[src/hw/rtl/pipcp_pkg.sv]
`timescale 1ns / 1ps

package pipcp_pkg;

    // Input command codes.
    localparam logic CMD_LOAD  = 1'b0;
    localparam logic CMD_QUERY = 1'b1;

    // Configuration register indexes.
    localparam logic [1:0] REG_POS_X        = 2'd0;
    localparam logic [1:0] REG_POS_Y        = 2'd1;
    localparam logic [1:0] REG_ORIENTATION  = 2'd2;
    localparam logic [1:0] REG_VERTEX_COUNT = 2'd3;
    localparam int         CFG_INDEX_W      = 2;
    localparam int         VCOUNT_W         = 5;
    localparam int         VINDEX_W         = 4;

    // Rotation unit: sixteen steps on Q1.30 values held with two guard bits.
    localparam int CORDIC_STEPS = 16;
    localparam int STEP_W       = 4;
    localparam int CS_W         = 34;
    localparam logic signed [CS_W-1:0] CORDIC_START = 34'sd652032874;

    // Arctangent of 2^-i, 2^32 units per turn.
    function automatic logic signed [CS_W-1:0] atan_step(input logic [STEP_W-1:0] i);
        logic signed [CS_W-1:0] v;
        unique case (i)
            4'd0:    v = 34'sh020000000;
            4'd1:    v = 34'sh012E4051E;
            4'd2:    v = 34'sh009FB385B;
            4'd3:    v = 34'sh0051111D4;
            4'd4:    v = 34'sh0028B0D43;
            4'd5:    v = 34'sh00145D7E1;
            4'd6:    v = 34'sh000A2F61E;
            4'd7:    v = 34'sh000517C55;
            4'd8:    v = 34'sh00028BE53;
            4'd9:    v = 34'sh000145F2F;
            4'd10:   v = 34'sh0000A2F98;
            4'd11:   v = 34'sh0000517CC;
            4'd12:   v = 34'sh000028BE6;
            4'd13:   v = 34'sh0000145F3;
            4'd14:   v = 34'sh00000A2FA;
            default: v = 34'sh00000517D;
        endcase
        return v;
    endfunction

    typedef enum logic [3:0] {
        S_IDLE,
        S_CORDIC,
        S_CFIX,
        S_ROT1,
        S_ROT2,
        S_ROT3,
        S_V0,
        S_LOAD,
        S_MUL,
        S_CMP,
        S_OUT
    } t_state;

    typedef struct packed {
        logic load_vertex;
        logic start_query;
        logic cordic_step;
        logic cordic_fix;
        logic rot1;
        logic rot2;
        logic rot3;
        logic v0_cap;
        logic load_cur;
        logic edge_mul;
        logic set_result;
        logic result_val;
        logic out_load;
    } t_dp_cmd;

    typedef struct packed {
        logic cordic_last;
        logic edge_pos;
        logic edge_last;
        logic out_busy;
    } t_dp_stat;

endpackage

[src/hw/rtl/pipcp_ctrl.sv]
`timescale 1ns / 1ps

module pipcp_ctrl
    import pipcp_pkg::*;
(
    input  logic     i_clk,
    input  logic     i_rst_n,
    input  logic     i_in_valid,
    input  logic     i_command,
    input  t_dp_stat i_stat,
    output t_dp_cmd  o_cmd,
    output logic     o_in_stall
);

    t_state r_state;
    t_state n_state;

    always_ff @(posedge i_clk) begin
        if (!i_rst_n) begin
            r_state <= S_IDLE;
        end else begin
            r_state <= n_state;
        end
    end

    always_comb begin
        n_state = r_state;
        o_cmd   = '0;
        unique case (r_state)
            S_IDLE: begin
                if (i_in_valid) begin
                    if (i_command == CMD_QUERY) begin
                        o_cmd.start_query = 1'b1;
                        n_state = S_CORDIC;
                    end else begin
                        o_cmd.load_vertex = 1'b1;
                    end
                end
            end
            S_CORDIC: begin
                o_cmd.cordic_step = 1'b1;
                if (i_stat.cordic_last) begin
                    n_state = S_CFIX;
                end
            end
            S_CFIX: begin
                o_cmd.cordic_fix = 1'b1;
                n_state = S_ROT1;
            end
            S_ROT1: begin
                o_cmd.rot1 = 1'b1;
                n_state = S_ROT2;
            end
            S_ROT2: begin
                o_cmd.rot2 = 1'b1;
                n_state = S_ROT3;
            end
            S_ROT3: begin
                o_cmd.rot3 = 1'b1;
                n_state = S_V0;
            end
            S_V0: begin
                o_cmd.v0_cap = 1'b1;
                n_state = S_LOAD;
            end
            S_LOAD: begin
                o_cmd.load_cur = 1'b1;
                n_state = S_MUL;
            end
            S_MUL: begin
                o_cmd.edge_mul = 1'b1;
                n_state = S_CMP;
            end
            S_CMP: begin
                priority if (!i_stat.edge_pos) begin
                    o_cmd.set_result = 1'b1;
                    o_cmd.result_val = 1'b0;
                    n_state = S_OUT;
                end else if (i_stat.edge_last) begin
                    o_cmd.set_result = 1'b1;
                    o_cmd.result_val = 1'b1;
                    n_state = S_OUT;
                end else begin
                    n_state = S_LOAD;
                end
            end
            S_OUT: begin
                if (!i_stat.out_busy) begin
                    o_cmd.out_load = 1'b1;
                    n_state = S_IDLE;
                end
            end
            default: begin
                n_state = S_IDLE;
            end
        endcase
    end

    assign o_in_stall = (r_state != S_IDLE);

endmodule

[config.mk]
export PLATFORM = sky130hd
export DESIGN_NAME = pipcp_ctrl
export DESIGN_NICKNAME = d
export VERILOG_FILES = /design/src/hw/rtl/pipcp_pkg.sv /design/src/hw/rtl/pipcp_ctrl.sv
export SDC_FILE = /design/constraint.sdc
export NUM_CORES = 1
export LEC_CHECK = 0
export ABC_AREA = 1
export BUFFER_PORTS_ARGS = -buffer_cell sky130_fd_sc_hd__buf_2
export CORE_AREA = 2 2 39 41
export DETAILED_ROUTE_END_ITERATION = 7
export DIE_AREA = 0 0 41 43
export HOLD_SLACK_MARGIN = 0.08
export PLACE_DENSITY = 0.58
export SLEW_MARGIN = 20
export SYNTH_ARGS = -nofsm -noshare
export SYNTH_HDL_FRONTEND = slang
export SYNTH_SLANG_ARGS = --single-unit
[constraint.sdc]
create_clock -name i_clk -period 1.2 [get_ports i_clk]
set_input_delay 0.3 -clock i_clk [delete_from_list [all_inputs] [get_ports i_clk]]
set_output_delay 0.3 -clock i_clk [all_outputs]
set_load 0.02 [all_outputs]
==> impl_metrics.ini <==
[status]
status = finished, violations left
violations = negative setup slack

[placed_design]
dp_hpwl_um = 907
placed_area_um2 = 647
gp_routability_congestion = 0.851
portBuffers = 21

[setup_path]
startpoint_type = register
cp_max_fo = 4
critPathArrivalTime_ns = 1.19
r2r-start = r_state[1]
crit_type = reg -> out
critPathMostFrequentCell = buf_6
cpPeakStageDelay_ns = 0.33
r2r_slack_ns = -0.03
cp_num_buf_inv = 2
worstSetupStartpoint = r_state[3]
cpMaxStageDelayCell = dfxtp_2
r2r_cells = 8
cp_cell_sequence = buf_6, nor2_4, nand2_4, nor3b_4, buf_6
crit_required_ns = 0.90
cp_top_family = simple AND/OR/NAND/NOR gates
critical_path_cell_count = 5
crit_path_end_kind = primary output

[power_and_ir_drop]
seqPwrFrac_pct = 23.1
vdd_drop_max_mv = 0.723
p_sw_mw = 0.291
total_power_mw = 0.765
p_sw_share_pct = 38.0
power_frac_comb_pct = 55.8
p_leak_nw = 0.514
internal_power_mw = 0.474
clkPwrFrac_pct = 21.2
p_per_area_nw_per_um2 = 874

[clocking]
clock_latency_ns = 0.23
clockBufferDepth = 2
cts_tree = done
clkSlewWorstSetupHoldPaths_ns = 0.04
numCtsBuffers = 3
cts-root-buf = clkbuf_4
cts_sinks = 4
htree_levels = 1

[finish]
largest_reg_flops = 4
final_nets = 126
fin_area_um2 = 876
multi_input_area_um2 = 355
syn2layout_area_growth_pct = 131
final_common_cell = nand2_1
layout-drive-gt1-share_pct = 65.5
n_antenna_cell = 0
regArea_um2 = 92.6
regMostFlops = r_state
biggestRegsByFlops = r_state (4)
mostFrequentLayoutCells = nand2_1, buf_6, buf_4
nFillCells = 130

[grt]
grtUsageMet3_pct = 3.14
grt_pass1_wl_um = 1940
busiest_layer = met2
first_global_vias = 507
gr-usage-met2_pct = 25.0
grt.overflow.total = 0
grt_use_total_pct = 15.7
grt.met1_usage_pct = 20.6
antenna_found_initial = 0
grt_max_degree = 8

[floorplan]
placementRows = 14
io_pins = 22
die_y_um = 43
start_util_pct = 27.4
coreArea_um2 = 1380
chipWidth_um = 41
die_area_um2 = 1760

[hold_path]
min_from = i_rst_n
hold_path_class = in -> reg
min_path_cells = 3

[route]
drtAntennaViolNets = 0
drt-total-wl_um = 1270
drcViolationCount = 0
wl_per_cell_um = 9.59
viasPerCell = 4.43
drt_iter0_markers = 2
firstDrtPassIters = 4
vias = 585

[timing]
final.setup_skew_ns = 0.00288
period_needed_ns = 1.49
worstMarginPinSlew_ns = 0.174
fmax_mhz = 672
final.setup.worst_slack_ns = -0.289
setup_viol = 15
slew_headroom_pct = 88.3
rsz0062_at_grt = true
maxSlewViolCount = 0
worst_hold_slack_ns = 0.297
hold_violations = 0
fin_crit_sh_pct = 124

[synth]
synth_area_per_cell_um2 = 5.05
synth_cells = 75
ys_warn_count = 0
ys_types = 13
syn-cell-area_um2 = 379
ys_seq_elements = 4
synth_sequential_area_ratio_pct = 21.1
synth_nets = 83

[flow_run]
cap_violations = 0
-- cells in the mapped netlist (all sizes together) --
cell type	n	area, um^2
nor4	1	6.26
nand2	25	98.8
dfxtp	4	80.1
inv	17	63.8
a21oi	2	13.8
o21ai	2	10.0
nand3	6	30.0
nor3b	1	7.51
nor2	17	68.8
-- stage by stage --
| stage | setup WS, ns | std cells | setup TNS (ns) | utilization, % |
|---|---|---|---|---|
| 3_5_place_dp | -0.188 | 125 | -1.40 | 46.7 |
| 2_1_floorplan | -0.131 | 75 | -0.210 | - |
| 6_report | -0.289 | 132 | -3.25 | 63.3 |
| 3_3_place_gp | -0.167 | 125 | -1.27 | 46.7 |
| 5_1_grt | -0.370 | 132 | -4.35 | 63.3 |
| 4_1_cts | -0.283 | 130 | -3.18 | 58.9 |
-- routing by layer --
metal  share of wire (%)  wire [um]  up-vias
met3                 3.9         50        0
met2                  54        684       15
met4                   0          0        0
met5                   0          0        -
li1                    -          -      309
met1                  42        530      261
-- worst register-to-register path, delay by kind of cell, from the launching register on --
kind / cells / cell delay (ns)
compound gates: 1 / 0.12
buf+inv: 3 / 0.33
flops: 1 / 0.38
simple gates: 4 / 0.34
-- kinds of logic after synthesis --
kind of cell	after synthesis	share of synthesized area, %
flops	4	21.1
simple gates	50	55.8
compound gates	4	6.27
buf+inv	17	16.8
-- cell type report --
type                    instances  share of cell area [%]
clock buffers                   3                    2.57
inverters                      17                    7.57
multi-input cells              54                    40.6
flip-flops and latches          4                    10.6
well taps                      16                    2.29
repair buffers                 38                    36.4
-- power groups by stage --
stage	Sequential (mW)	Combinational [mW]	Clock, mW
3_5_place_dp	0.170	0.296	0
2_1_floorplan	0.166	0.182	0
5_1_grt	0.179	0.465	0.183
6_report	0.177	0.427	0.162
4_1_cts	0.174	0.382	0.169
3_3_place_gp	0.169	0.297	0
-- worst paths after layout --
path / to
setup / recovery: o_cmd[12]
hold / removal: r_state[3]
setup reg to reg: r_state[0]
hold reg to reg: r_state[2]
-- timing repair --
item / in CTS / in global routing
setup endpoints to repair: 18 / 18
resized for setup: 46 / 16
pin swaps: 6 / 3
hold buffers: 0 / 0
setup buffers: 2 / 2
Power figures use the tool's default switching activity.
